--- src/hw/rtl/iatp_pkg.sv ---
// Package for the IP address text parser: item structs, token kinds,
// status and family codes, character codes and queue depths.
// No dependencies; imported by the front, back and top modules.
package iatp_pkg;

  localparam int MID_DEPTH  = 2;
  localparam int OUT_DEPTH  = 2;
  localparam int NUM_GROUPS = 8;

  localparam logic [1:0] FAM_V4 = 2'd0;
  localparam logic [1:0] FAM_V6 = 2'd1;

  localparam logic [1:0] ST_OK          = 2'd0;
  localparam logic [1:0] ST_MALFORMED   = 2'd1;
  localparam logic [1:0] ST_UNSUPPORTED = 2'd2;

  localparam logic [7:0] CH_NUL   = 8'h00;
  localparam logic [7:0] CH_DOT   = 8'h2e;
  localparam logic [7:0] CH_COLON = 8'h3a;
  localparam logic [7:0] CH_0     = 8'h30;
  localparam logic [7:0] CH_9     = 8'h39;
  localparam logic [7:0] CH_LA    = 8'h61;
  localparam logic [7:0] CH_LF    = 8'h66;
  localparam logic [7:0] CH_UA    = 8'h41;
  localparam logic [7:0] CH_UF    = 8'h46;

  localparam logic [15:0] V4_GROUP_MAX = 16'd255;
  localparam logic [2:0]  V4_DIGITS_BAD = 3'd4;
  localparam logic [2:0]  V6_DIGITS_BAD = 3'd5;
  localparam logic [3:0]  V4_GROUPS_MAX = 4'd4;
  localparam logic [3:0]  V4_DOTS_OK    = 4'd3;

  typedef enum logic [2:0] {
    K_DIGIT,
    K_DOT,
    K_COLON,
    K_END,
    K_BAD
  } kind_t;

  typedef struct packed {
    logic [7:0] ch;
    logic [1:0] family;
  } in_item_t;

  typedef struct packed {
    logic [1:0]  status;
    logic [63:0] addr_high;
    logic [63:0] addr_low;
  } out_item_t;

  // classified character, as passed from front to back
  typedef struct packed {
    kind_t      kind;
    logic [3:0] digit;
    logic [1:0] family;
  } tok_t;

endpackage

--- src/hw/rtl/iatp_fifo.sv ---
// Small register queue with show-ahead read, used between the front and
// back parts and on the result side. Depends on nothing.
module iatp_fifo #(
  parameter int WIDTH = 8,
  parameter int DEPTH = 2
) (
  input  logic             clk,
  input  logic             rst_n,
  input  logic             push,
  input  logic [WIDTH-1:0] wr_data,
  output logic             full,
  input  logic             pop,
  output logic [WIDTH-1:0] rd_data,
  output logic             empty
);

  localparam int AW = (DEPTH > 1) ? $clog2(DEPTH) : 1;
  localparam int CW = $clog2(DEPTH + 1);

  logic [WIDTH-1:0] mem_r [DEPTH];
  logic [AW-1:0]    wr_ptr_r, wr_ptr_nxt;
  logic [AW-1:0]    rd_ptr_r, rd_ptr_nxt;
  logic [CW-1:0]    cnt_r, cnt_nxt;
  logic             do_push, do_pop;

  assign full    = (cnt_r == CW'(DEPTH));
  assign empty   = (cnt_r == '0);
  assign do_push = push && !full;
  assign do_pop  = pop && !empty;
  assign rd_data = mem_r[rd_ptr_r];

  always_comb begin
    wr_ptr_nxt = wr_ptr_r;
    rd_ptr_nxt = rd_ptr_r;
    cnt_nxt    = cnt_r;
    if (do_push) begin
      wr_ptr_nxt = (wr_ptr_r == AW'(DEPTH - 1)) ? '0 : wr_ptr_r + AW'(1);
    end
    if (do_pop) begin
      rd_ptr_nxt = (rd_ptr_r == AW'(DEPTH - 1)) ? '0 : rd_ptr_r + AW'(1);
    end
    if (do_push && !do_pop) begin
      cnt_nxt = cnt_r + CW'(1);
    end else if (do_pop && !do_push) begin
      cnt_nxt = cnt_r - CW'(1);
    end
  end

  always_ff @(posedge clk) begin
    if (!rst_n) begin
      wr_ptr_r <= '0;
      rd_ptr_r <= '0;
      cnt_r    <= '0;
    end else begin
      wr_ptr_r <= wr_ptr_nxt;
      rd_ptr_r <= rd_ptr_nxt;
      cnt_r    <= cnt_nxt;
    end
  end

  always_ff @(posedge clk) begin
    if (do_push) begin
      mem_r[wr_ptr_r] <= wr_data;
    end
  end

  a_cnt_bound: assert property (@(posedge clk) disable iff (!rst_n)
    cnt_r <= CW'(DEPTH))
    else $error("queue count above depth");

  a_push_fills: assert property (@(posedge clk) disable iff (!rst_n)
    do_push && !do_pop |=> !empty)
    else $error("queue empty after a transfer in");

  a_pop_drains: assert property (@(posedge clk) disable iff (!rst_n)
    do_pop && !do_push |=> !full)
    else $error("queue full after a transfer out");

endmodule

--- src/hw/rtl/iatp_front.sv ---
// Front part: latches the family at each string's first character and
// classifies every character into a token. Depends on iatp_pkg.
module iatp_front
  import iatp_pkg::*;
(
  input  logic     clk,
  input  logic     rst_n,
  input  logic     push,
  output logic     full,
  input  in_item_t in_item,
  output logic     tok_push,
  output tok_t     tok,
  input  logic     tok_full
);

  logic       at_start_r, at_start_nxt;
  logic [1:0] fam_r, fam_nxt;
  logic       accept;

  assign full     = tok_full;
  assign accept   = push && !tok_full;
  assign tok_push = accept;

  always_comb begin
    fam_nxt      = at_start_r ? in_item.family : fam_r;
    at_start_nxt = at_start_r;
    if (accept) begin
      at_start_nxt = (in_item.ch == CH_NUL);
    end

    tok.family = fam_nxt;
    tok.digit  = '0;
    tok.kind   = K_BAD;
    if (in_item.ch == CH_NUL) begin
      tok.kind = K_END;
    end else begin
      unique case (fam_nxt)
        FAM_V4: begin
          if (in_item.ch >= CH_0 && in_item.ch <= CH_9) begin
            tok.kind  = K_DIGIT;
            tok.digit = 4'(in_item.ch - CH_0);
          end else if (in_item.ch == CH_DOT) begin
            tok.kind = K_DOT;
          end
        end
        FAM_V6: begin
          if (in_item.ch >= CH_0 && in_item.ch <= CH_9) begin
            tok.kind  = K_DIGIT;
            tok.digit = 4'(in_item.ch - CH_0);
          end else if (in_item.ch >= CH_LA && in_item.ch <= CH_LF) begin
            tok.kind  = K_DIGIT;
            tok.digit = 4'(in_item.ch - CH_LA + 8'd10);
          end else if (in_item.ch >= CH_UA && in_item.ch <= CH_UF) begin
            tok.kind  = K_DIGIT;
            tok.digit = 4'(in_item.ch - CH_UA + 8'd10);
          end else if (in_item.ch == CH_COLON) begin
            tok.kind = K_COLON;
          end
        end
        default: tok.kind = K_BAD;
      endcase
    end
  end

  always_ff @(posedge clk) begin
    if (!rst_n) begin
      at_start_r <= 1'b1;
      fam_r      <= FAM_V4;
    end else if (accept) begin
      at_start_r <= at_start_nxt;
      fam_r      <= fam_nxt;
    end
  end

endmodule

--- src/hw/rtl/iatp_back.sv ---
// Back part: runs the group parser on tokens, keeps the group stores and
// builds the status and 128-bit address at each string end.
// Depends on iatp_pkg.
module iatp_back
  import iatp_pkg::*;
(
  input  logic      clk,
  input  logic      rst_n,
  input  tok_t      tok,
  input  logic      tok_empty,
  output logic      tok_pop,
  input  logic      res_full,
  output logic      res_push,
  output out_item_t res
);

  logic        failed_r, failed_nxt;
  logic [2:0]  dcnt_r, dcnt_nxt;
  logic [15:0] gval_r, gval_nxt;
  logic [3:0]  fcnt_r, fcnt_nxt;
  logic [3:0]  bcnt_r, bcnt_nxt;
  logic        gap_r, gap_nxt;
  logic [15:0] front_grp_r [NUM_GROUPS];
  logic [15:0] back_grp_r [NUM_GROUPS];
  logic        fw_en, bw_en;
  logic [2:0]  dcnt_inc;
  logic [4:0]  grp_sum;

  logic [3:0]  fc2, bc2;
  logic [4:0]  spos;
  logic [2:0]  k;
  logic [15:0] g [NUM_GROUPS];

  assign tok_pop  = !tok_empty && (tok.kind != K_END || !res_full);
  assign res_push = tok_pop && (tok.kind == K_END);
  assign dcnt_inc = dcnt_r + 3'd1;
  assign grp_sum  = {1'b0, fcnt_r} + {1'b0, bcnt_r};

  always_comb begin
    failed_nxt = failed_r;
    dcnt_nxt   = dcnt_r;
    gval_nxt   = gval_r;
    fcnt_nxt   = fcnt_r;
    bcnt_nxt   = bcnt_r;
    gap_nxt    = gap_r;
    fw_en      = 1'b0;
    bw_en      = 1'b0;
    if (tok_pop) begin
      if (tok.kind == K_END) begin
        failed_nxt = 1'b0;
        dcnt_nxt   = '0;
        gval_nxt   = '0;
        fcnt_nxt   = '0;
        bcnt_nxt   = '0;
        gap_nxt    = 1'b0;
      end else if (!failed_r) begin
        unique case (tok.family)
          FAM_V4: begin
            unique case (tok.kind)
              K_DOT: begin
                if (fcnt_r >= V4_GROUPS_MAX || dcnt_r == '0 || gval_r > V4_GROUP_MAX) begin
                  failed_nxt = 1'b1;
                end else begin
                  fw_en    = 1'b1;
                  fcnt_nxt = fcnt_r + 4'd1;
                  dcnt_nxt = '0;
                  gval_nxt = '0;
                end
              end
              K_DIGIT: begin
                gval_nxt = (gval_r << 3) + (gval_r << 1) + {12'b0, tok.digit};
                dcnt_nxt = dcnt_inc;
                if (dcnt_inc >= V4_DIGITS_BAD) failed_nxt = 1'b1;
              end
              default: failed_nxt = 1'b1;
            endcase
          end
          FAM_V6: begin
            unique case (tok.kind)
              K_COLON: begin
                if (grp_sum >= 5'(NUM_GROUPS)) begin
                  failed_nxt = 1'b1;
                end else if (dcnt_r == '0) begin
                  // an empty group opens the right-aligned part
                  if (gap_r && bcnt_r > 4'd1) failed_nxt = 1'b1;
                  else gap_nxt = 1'b1;
                end else begin
                  if (!gap_r) begin
                    fw_en    = 1'b1;
                    fcnt_nxt = fcnt_r + 4'd1;
                  end else begin
                    bw_en    = 1'b1;
                    bcnt_nxt = bcnt_r + 4'd1;
                  end
                  dcnt_nxt = '0;
                  gval_nxt = '0;
                end
              end
              K_DIGIT: begin
                gval_nxt = {gval_r[11:0], tok.digit};
                dcnt_nxt = dcnt_inc;
                if (dcnt_inc >= V6_DIGITS_BAD) failed_nxt = 1'b1;
              end
              default: failed_nxt = 1'b1;
            endcase
          end
          default: ;
        endcase
      end
    end
  end

  // result for the string that ends with the current token
  always_comb begin
    fc2  = fcnt_r + {3'b0, !gap_r};
    bc2  = bcnt_r + {3'b0, gap_r};
    spos = '0;
    k    = '0;
    for (int i = 0; i < NUM_GROUPS; i++) begin
      g[i] = '0;
      if (4'(i) < fcnt_r) begin
        g[i] = front_grp_r[i];
      end else if (!gap_r && 4'(i) == fcnt_r) begin
        g[i] = gval_r;
      end
      spos = 5'(i) + {1'b0, bc2};
      if (spos >= 5'(NUM_GROUPS)) begin
        k = spos[2:0];
        if ({1'b0, k} < bcnt_r) g[i] = back_grp_r[k];
        else if (gap_r) g[i] = gval_r;
      end
    end

    res.status    = ST_OK;
    res.addr_high = '0;
    res.addr_low  = '0;
    if (tok.family != FAM_V4 && tok.family != FAM_V6) begin
      res.status = ST_UNSUPPORTED;
    end else if (failed_r) begin
      res.status = ST_MALFORMED;
    end else if (tok.family == FAM_V4) begin
      if (dcnt_r == '0 || gval_r > V4_GROUP_MAX || fcnt_r != V4_DOTS_OK) begin
        res.status = ST_MALFORMED;
      end else begin
        res.addr_low = {32'b0, front_grp_r[0][7:0], front_grp_r[1][7:0],
                        front_grp_r[2][7:0], gval_r[7:0]};
      end
    end else if (grp_sum >= 5'(NUM_GROUPS)) begin
      res.status = ST_MALFORMED;
    end else if (fc2 <= 4'd1 && bc2 == '0) begin
      // a lone group with no gap is too short
      res.status = ST_MALFORMED;
    end else begin
      res.addr_high = {g[0], g[1], g[2], g[3]};
      res.addr_low  = {g[4], g[5], g[6], g[7]};
    end
  end

  always_ff @(posedge clk) begin
    if (!rst_n) begin
      failed_r <= 1'b0;
      dcnt_r   <= '0;
      gval_r   <= '0;
      fcnt_r   <= '0;
      bcnt_r   <= '0;
      gap_r    <= 1'b0;
    end else begin
      failed_r <= failed_nxt;
      dcnt_r   <= dcnt_nxt;
      gval_r   <= gval_nxt;
      fcnt_r   <= fcnt_nxt;
      bcnt_r   <= bcnt_nxt;
      gap_r    <= gap_nxt;
    end
  end

  always_ff @(posedge clk) begin
    if (fw_en) front_grp_r[fcnt_r[2:0]] <= gval_r;
    if (bw_en) back_grp_r[bcnt_r[2:0]] <= gval_r;
  end

  a_no_push_full: assert property (@(posedge clk) disable iff (!rst_n)
    res_push |-> !res_full)
    else $error("result written while result queue full");

  a_end_clears: assert property (@(posedge clk) disable iff (!rst_n)
    res_push |=> (fcnt_r == '0 && bcnt_r == '0 && !failed_r && !gap_r))
    else $error("string state not cleared after end");

  a_group_bound: assert property (@(posedge clk) disable iff (!rst_n)
    grp_sum <= 5'(NUM_GROUPS))
    else $error("group count above eight");

  a_v4_high_zero: assert property (@(posedge clk) disable iff (!rst_n)
    res_push && tok.family == FAM_V4 |-> res.addr_high == '0)
    else $error("IPv4 result with upper half set");

endmodule

--- src/hw/rtl/ip_address_text_parser_unit.sv ---
// IP address text parser: a character-by-character parser for IPv4 and
// IPv6 address text. Top level; depends on iatp_pkg, iatp_front,
// iatp_back and iatp_fifo.
//
// Input queue side: one character and a family code per transfer (push
// while full is low). The family is taken from each string's first
// character; a zero character ends the string.
// Result queue side: one status plus 128-bit address per string, shown
// while empty is low and taken with pop. Other characters give no result.
// Throughput: one character per cycle, set by the parse step in the back part;
// a terminating character waits while the result queue is full. A result
// shows on the result ports once its terminating character has passed the
// token queue and the back part has written the result queue; pop takes it.
// Reset clears both queues and the parser state; the group stores are not
// cleared and need no clearing pass.
// When the receiver stalls, the result queue holds two results; the back
// part then holds a terminating character, the token queue fills and full
// rises. Characters that end no string keep flowing until the next end.
module ip_address_text_parser_unit
  import iatp_pkg::*;
#(
  parameter int MidDepth = MID_DEPTH,
  parameter int OutDepth = OUT_DEPTH
) (
  input  logic      clk,
  input  logic      rst_n,
  input  logic      push,
  output logic      full,
  input  in_item_t  in_item,
  input  logic      pop,
  output logic      empty,
  output out_item_t out_item
);

  localparam int TOK_W = $bits(tok_t);
  localparam int RES_W = $bits(out_item_t);

  logic             tok_push, tok_full, tok_pop, tok_empty;
  tok_t             tok_in, tok_out;
  logic [TOK_W-1:0] tok_rd;
  logic             res_push, res_full;
  out_item_t        res_in;
  logic [RES_W-1:0] res_rd;

  iatp_front u_front (
    .clk      (clk),
    .rst_n    (rst_n),
    .push     (push),
    .full     (full),
    .in_item  (in_item),
    .tok_push (tok_push),
    .tok      (tok_in),
    .tok_full (tok_full)
  );

  iatp_fifo #(
    .WIDTH (TOK_W),
    .DEPTH (MidDepth)
  ) u_tok_q (
    .clk     (clk),
    .rst_n   (rst_n),
    .push    (tok_push),
    .wr_data (tok_in),
    .full    (tok_full),
    .pop     (tok_pop),
    .rd_data (tok_rd),
    .empty   (tok_empty)
  );

  assign tok_out = tok_t'(tok_rd);

  iatp_back u_back (
    .clk       (clk),
    .rst_n     (rst_n),
    .tok       (tok_out),
    .tok_empty (tok_empty),
    .tok_pop   (tok_pop),
    .res_full  (res_full),
    .res_push  (res_push),
    .res       (res_in)
  );

  iatp_fifo #(
    .WIDTH (RES_W),
    .DEPTH (OutDepth)
  ) u_res_q (
    .clk     (clk),
    .rst_n   (rst_n),
    .push    (res_push),
    .wr_data (res_in),
    .full    (res_full),
    .pop     (pop),
    .rd_data (res_rd),
    .empty   (empty)
  );

  assign out_item = out_item_t'(res_rd);

endmodule
--- config.mk ---
export PLATFORM = sky130hd
export DESIGN_NAME = ip_address_text_parser_unit
export DESIGN_NICKNAME = d
export VERILOG_FILES = /design/src/hw/rtl/iatp_pkg.sv /design/src/hw/rtl/iatp_fifo.sv /design/src/hw/rtl/iatp_front.sv /design/src/hw/rtl/iatp_back.sv /design/src/hw/rtl/ip_address_text_parser_unit.sv
export SDC_FILE = /design/constraint.sdc
export NUM_CORES = 1
export LEC_CHECK = 0
export BUFFER_PORTS_ARGS = -buffer_cell sky130_fd_sc_hd__buf_2
export CORE_MARGIN = 8
export CORE_UTILIZATION = 52
export DETAILED_ROUTE_END_ITERATION = 8
export HOLD_SLACK_MARGIN = 0.08
export PLACE_DENSITY = 0.69
export SLEW_MARGIN = 25
export SYNTH_ARGS = -nofsm -noshare
export SYNTH_HDL_FRONTEND = slang
export SYNTH_SLANG_ARGS = --single-unit
export TNS_END_PERCENT = 20
--- constraint.sdc ---
create_clock -name clk -period 14 [get_ports clk]
set_input_delay 0 -clock clk [delete_from_list [all_inputs] [get_ports clk]]
set_output_delay 0 -clock clk [all_outputs]
set_load 0.005 [all_outputs]
Word level (Yosys, flattened, before mapping)
Memories as Yosys holds them, arrays and structs flattened. A register that Yosys moved wholly into a read port is not among the register bits.
Cells that the tools add are included.
Storage, ports and cells
  output and inout bits: 132
  word-level logic and storage cells: 331
  memories kept: 4
  register bits: 40
  ROM bits: 0
  RAM bits: 534
  input bits: 14
  bits in latches: 0
Cells by class
  magnitude comparators: 37
  $mul: 0
  reductions and logical operators: 60
  equal/unequal tests: 34
  shifts and indexed selects: 0
  $add $sub $neg: 28
  mux-type cells: 154
  bitwise operators: 0
  div/mod/pow operators: 0
Memory list
  u_res_q.mem_r: words 2, bits a word 130, read ports 1, clocked after memory_dff 1, write ports 1, RTL line iatp_fifo.sv:20  | logic [WIDTH-1:0] mem_r [DEPTH];
  u_back.back_grp_r: words 8, bits a word 16, read ports 8, clocked after memory_dff 0, write ports 1, RTL line iatp_back.sv:24  | logic [15:0] back_grp_r [NUM_GROUPS];
  u_back.front_grp_r: words 8, bits a word 16, read ports 8, clocked after memory_dff 0, write ports 1, RTL line iatp_back.sv:23  | logic [15:0] front_grp_r [NUM_GROUPS];
  u_tok_q.mem_r: words 2, bits a word 9, read ports 1, clocked after memory_dff 1, write ports 1, RTL line iatp_fifo.sv:20
Operators by type and width (number)
  $mux W16: 45
  $mux W128: 4
  $mux W64: 2
  $pmux W16 S2: 3
  $mux W4: 18
  $mux W1: 50
  $ge A5 B4 Y1 const B: 8
  $lt A3 B4 Y1: 8
  $mux W32: 1
  $mux W3: 10
  $logic_and A1 B1 Y1: 25
  $pmux W3 S2: 4
  $add A3 B4 Y5 const A: 4
  $mux W2: 9
  $ne A3 B2 Y1 const B: 6
  $add A16 B16 Y16: 1
  $add A16 B4 Y16: 1
  $eq A3 B4 Y1 const A: 4
  $eq A8 B6 Y1 const B: 2
  $ge A8 B7 Y1 const B: 2
  $gt A16 B8 Y1 const B: 1
  $le A8 B7 Y1 const B: 2
  $lt A3 B4 Y1 const A: 4
  $ne A4 B3 Y1 const B: 4
  44 further kinds: 95

Logic depth before layout (Yosys ltp)
  word-level depth: 12
  gate-level depth with buffers: 20
  gate-level depth less buffers: 13

Cells and area by module
From an unflattened synthesis, not the netlist that was laid out.
Unflattened totals
  cell total of the unflattened synthesis: 2549
  area, all modules: 31086.1 µm²
By module, submodules not included
  iatp_back: cells each 2012, area an instance 20111.8 µm², instances 1, seq. area each 8267.9 µm²
  iatp_fifo at u_res_q: cells each 429, area an instance 9640.5 µm², instances 1, seq. area each 7907.6 µm²
  iatp_fifo at u_tok_q: cells each 53, area an instance 880.8 µm², instances 1, seq. area each 640.6 µm²
  iatp_front: cells each 55, area an instance 452.9 µm², instances 1, seq. area each 60.1 µm²

Least setup slack after synthesis
OpenSTA, ideal clock, no wires.
  path type: flip-flop to flip-flop
  from: mem u_tok_q.mem_r[1][8] (netlist bit)
  to: mem u_res_q.mem_r[0][0] (netlist bit), enable pin
  required time: 13377 ps
  data arrival time: 6447 ps
  buffers on the path: 0
  period minus slack after synthesis: 7070 ps
  slack: 6930 ps
  stages on the path, launching flop included: 4
  cells stage by stage: edfxtp_1 > and4b_4 > o211ai_2 > nor2_1
RTL lines (RTL line)
  start: declaration: iatp_fifo.sv:20
  end: declaration: iatp_fifo.sv:20

==> results.md <==
* Synth Area in XOR/XNOR at 0.848%
* Critical Path End Type: flop
* Htree depth at 2
* Max Buffers Root-to-Sink at 3
* Simple-gate portion of the synthesized area at 9.88%
* Final design utilization at 59.0%
* Status: finished clean
* Internal power at 3.02 mW
* Gate Count Post-Synth at 2531
* Dpl cells at 3317
* Post-Syn Nets at 2613
* Final setup fails at 0
* Crit-path most repeated cell: ha_1
* Ys async rst share at 0%
* Net Sw Power at 1.08 mW
* Critical path required time at 14300 ps
* Syn avg cell area at 12.3 um^2
* Initial antenna violation count at 3
* Worst r2r src: u_back.gap_r$_SDFFE_PN0P_
* Setup CP Type: reg -> reg
* Clock Sinks at 576
* Dominant cells by area after synthesis: edfxtp_1 52%, mux4_2 6.9%, mux2_2 4.8%, nand2_1 3.7%, a221oi_1 3.3%
* CTS tree: built
* Relative slew slack at 27.5%
* Tightest Pin Transition at 1090 ps
* Post-synth top cells: 534 x edfxtp_1, 306 x nand2_1, 141 x a21oi_1
* Leak at 10.8 nW
* Finished Layout Cells at 3452
* Die X at 261 um
* Post-DP HPWL at 77600 um
* Worst setup path endpoint: u_res_q.mem_r[1][75]$_DFFE_PP_
* Buf/Inv on CP at 5
* Routed len/inst at 31.7 um
* Netlist cell types at 90
* Starting Density at 52.6%
* Grt ovf at 0
* Synth warn at 0
* R2R setup slack at 7290 ps
* Critical-path top delay cell: o21ai_2
* GRT Total Usage at 31.3%
* RSZ-0062 raised after global routing: false
* Share of layout cells above drive strength 1 at 23.5%
* Crit path launch type: flop
* Final instance area at 34900 um^2
* Post-route ant nets at 0
* Critical path depth at 14
* Netlist Area Pre-Place at 31100 um^2
* Final Max Tran Viols at 0
* Synth Area in Compound Gates at 15.3%
* Worst-skew pair later-pin latency at 630 ps
* Area post-placement at 32700 um^2
* Critical path peak fanout at 48
* Core ar. at 59100 um^2
* Largest area contributor in the netlist: edfxtp_1
* R2R Path End: u_res_q.mem_r[1][75]$_DFFE_PP_
* CP top delay family: buffers and inverters
* DRT iter0 DRCs at 3282
* CTS root buffer: clkbuf_16
* HP Class: in -> reg
* Hold_sp: in_item[1]
* Reg2Reg Depth at 14
* Maximum clock rate at 0.149 GHz
* PwrDens at 118 nW/um^2
* Largest net degree at the start of global routing at 71
* Placer Congestion at 1.10
* Crit. Startpoint: u_back.gap_r$_SDFFE_PN0P_
* Largest family of logic cells by synthesized area: compound AO/OA/AOI/OAI gates
* Count leader, synth: edfxtp_1
* DRC Markers at 0
* Post-synth top area share at 51.5%
* Setup bufs post-CTS at 0
* Max-cap violations at 0
* Via density at 6.97
* # diodes at 0
* Fin crit share at 47.9%
* Die Span Y at 261 um
* Minimum clock period at 6710 ps
* Gate power share at 14.8%
* Vias in the first global route at 21995
* Synthesized flop and latch total at 576
* Part of the power in the clock network at 37.8%
* Dominant synthesized flop cell: edfxtp_1
* Clock Skew at 14.1 ps
* First-pass GRT wire length at 155000 um
* Hold slack at 351 ps
* Peak supply drop at 0.102 mV
* Routed WL at 109000 um
* Via Count at 24068
* Num CTS Buffers at 60
* Seq/Total Area, Yosys at 54.2%
* Setup_tns at 0 ps
* Die area at 67900 um^2
* Crit path cell chain: buf_4, ha_1, inv_1, ha_4, inv_2, ha_1, xor2_2, buf_4, clkinv_1, ha_1, a21o_1, nand2_1, o21ai_2, a221oi_1
* Mux cell area share after synthesis at 13.9%
* CP max stage delay at 850 ps
* Final hold vios at 0
* Synth Area in Adders at 2.81%
* Crit path arrival time at 7010 ps
* IO buf count at 145
* Area growth syn-to-layout at 12.1%
* I/O pins at 146
* Clk slew on worst S/H paths at 70 ps
* Seq pwr share at 47.4%
* Post-synth EDFFs at 534
* Num rows at 89
* Number of detailed-route iterations in the first pass at 6
* # nets final at 2710
* Sw Ratio at 26.3%
-- worst min-delay path, cell delays in order --
cell and delay (ps):
dlygate4sd3_1 520, buf_2 100, mux2_2 220
-- routing by layer --
layer | wire, um | global-route usage (%) | part of all wire, % | vias up
li1 | - | - | - | 10166
met3 | 12900 | 7.54 | 12 | 284
met1 | 43100 | 43.2 | 39 | 12009
met2 | 48200 | 47.5 | 44 | 1609
met4 | 5240 | 12.1 | 4.8 | 0
met5 | 0 | 0 | 0 | -
-- metrics by stage --
step,setup WS (ps),power [mW]
6_report,7290,4.10
3_3_place_gp,7250,2.56
4_1_cts,7440,4.12
5_1_grt,6920,4.23
3_5_place_dp,7470,2.58
2_1_floorplan,6930,2.38
-- state kept, by name, summed over array words and instances, names as in the netlist, 2 cells and up, named ones only --
register and cells:
u_back.back_grp_r 128, u_back.bcnt_r 4, u_back.dcnt_r 3, u_back.fcnt_r 4, u_back.front_grp_r 128, u_back.gval_r 16, u_front.fam_r 2, u_res_q.cnt_r 2
u_res_q.mem_r 260, u_tok_q.cnt_r 2, u_tok_q.mem_r 18
-- layout make-up --
cell class | count | area (um^2)
fillers | 4707 | 24200
flip-flops and latches | 576 | 16900
multi-input cells | 1716 | 13500
clock buffers | 79 | 1660
repair buffers | 240 | 1500
well taps | 773 | 967
clock inverters | 34 | 249
inverters | 34 | 128
-- kinds of logic (layout without fill, tap and decap cells) --
kind of cell	after synthesis	in the layout
buffers and inverters	239	387
flip-flops	576	576
XOR/XNOR	28	28
multiplexers	294	294
adder cells (fa/ha/maj)	68	68
AO/OA/AOI/OAI	674	674
AND/OR/NAND/NOR	652	652
-- placed cells by master, fill, tap and decap left out, types with 12 or more instances in the layout --
cell type and instances:
a21o_1 14, clkinv_2 12, nand2_1 303, nand2b_1 31
mux2i_1 63, clkinv_1 12, a221oi_1 119, a22o_1 33
a21boi_0 22, a211oi_1 13, ha_1 61, a21oi_1 139
mux4_2 96, a21bo_2 16, nor2_1 62, clkbuf_1 14
o221ai_1 18, nand3_1 95, inv_1 30, mux2_2 134
edfxtp_1 534, a22oi_1 33, a31oi_1 18, o21ai_0 128
clkbuf_16 63, xnor2_1 13, buf_2 145, buf_4 73
nor3b_1 19, nor2b_1 13, dfxtp_1 40, dlygate4sd3_1 20
nor3_1 46, o211ai_1 20
-- what timing repair did --
| action | in CTS | in global routing |
|---|---|---|
| endpoints found under the setup margin | 0 | 0 |
| endpoints found under the hold margin | 49 | 0 |
| hold buffers | 20 | 0 |
| resized for setup | 0 | 0 |
-- worst min path at each step --
stage,to,slack [ps],depth (start not counted)
3_3_place_gp,u_front.at_start_r$_SDFFE_PN1P_,370,4
5_1_grt,u_tok_q.mem_r[1][1]$_DFFE_PP_,350,3
3_5_place_dp,u_tok_q.mem_r[0][2]$_DFFE_PP_,400,3
2_1_floorplan,u_tok_q.mem_r[0][2]$_DFFE_PP_,190,2
6_report,u_tok_q.mem_r[1][1]$_DFFE_PP_,350,3
4_1_cts,u_tok_q.mem_r[1][1]$_DFFE_PP_,320,3
-- power groups by stage --
stage          clock, mW  combinational, mW  sequential, mW
2_1_floorplan          0              0.418            1.96
4_1_cts             1.57              0.607            1.94
6_report            1.55              0.607            1.94
5_1_grt             1.63              0.652            1.95
3_3_place_gp           0              0.585            1.98
3_5_place_dp           0              0.597            1.98
Note: power is estimated with default switching activity, not from simulation.
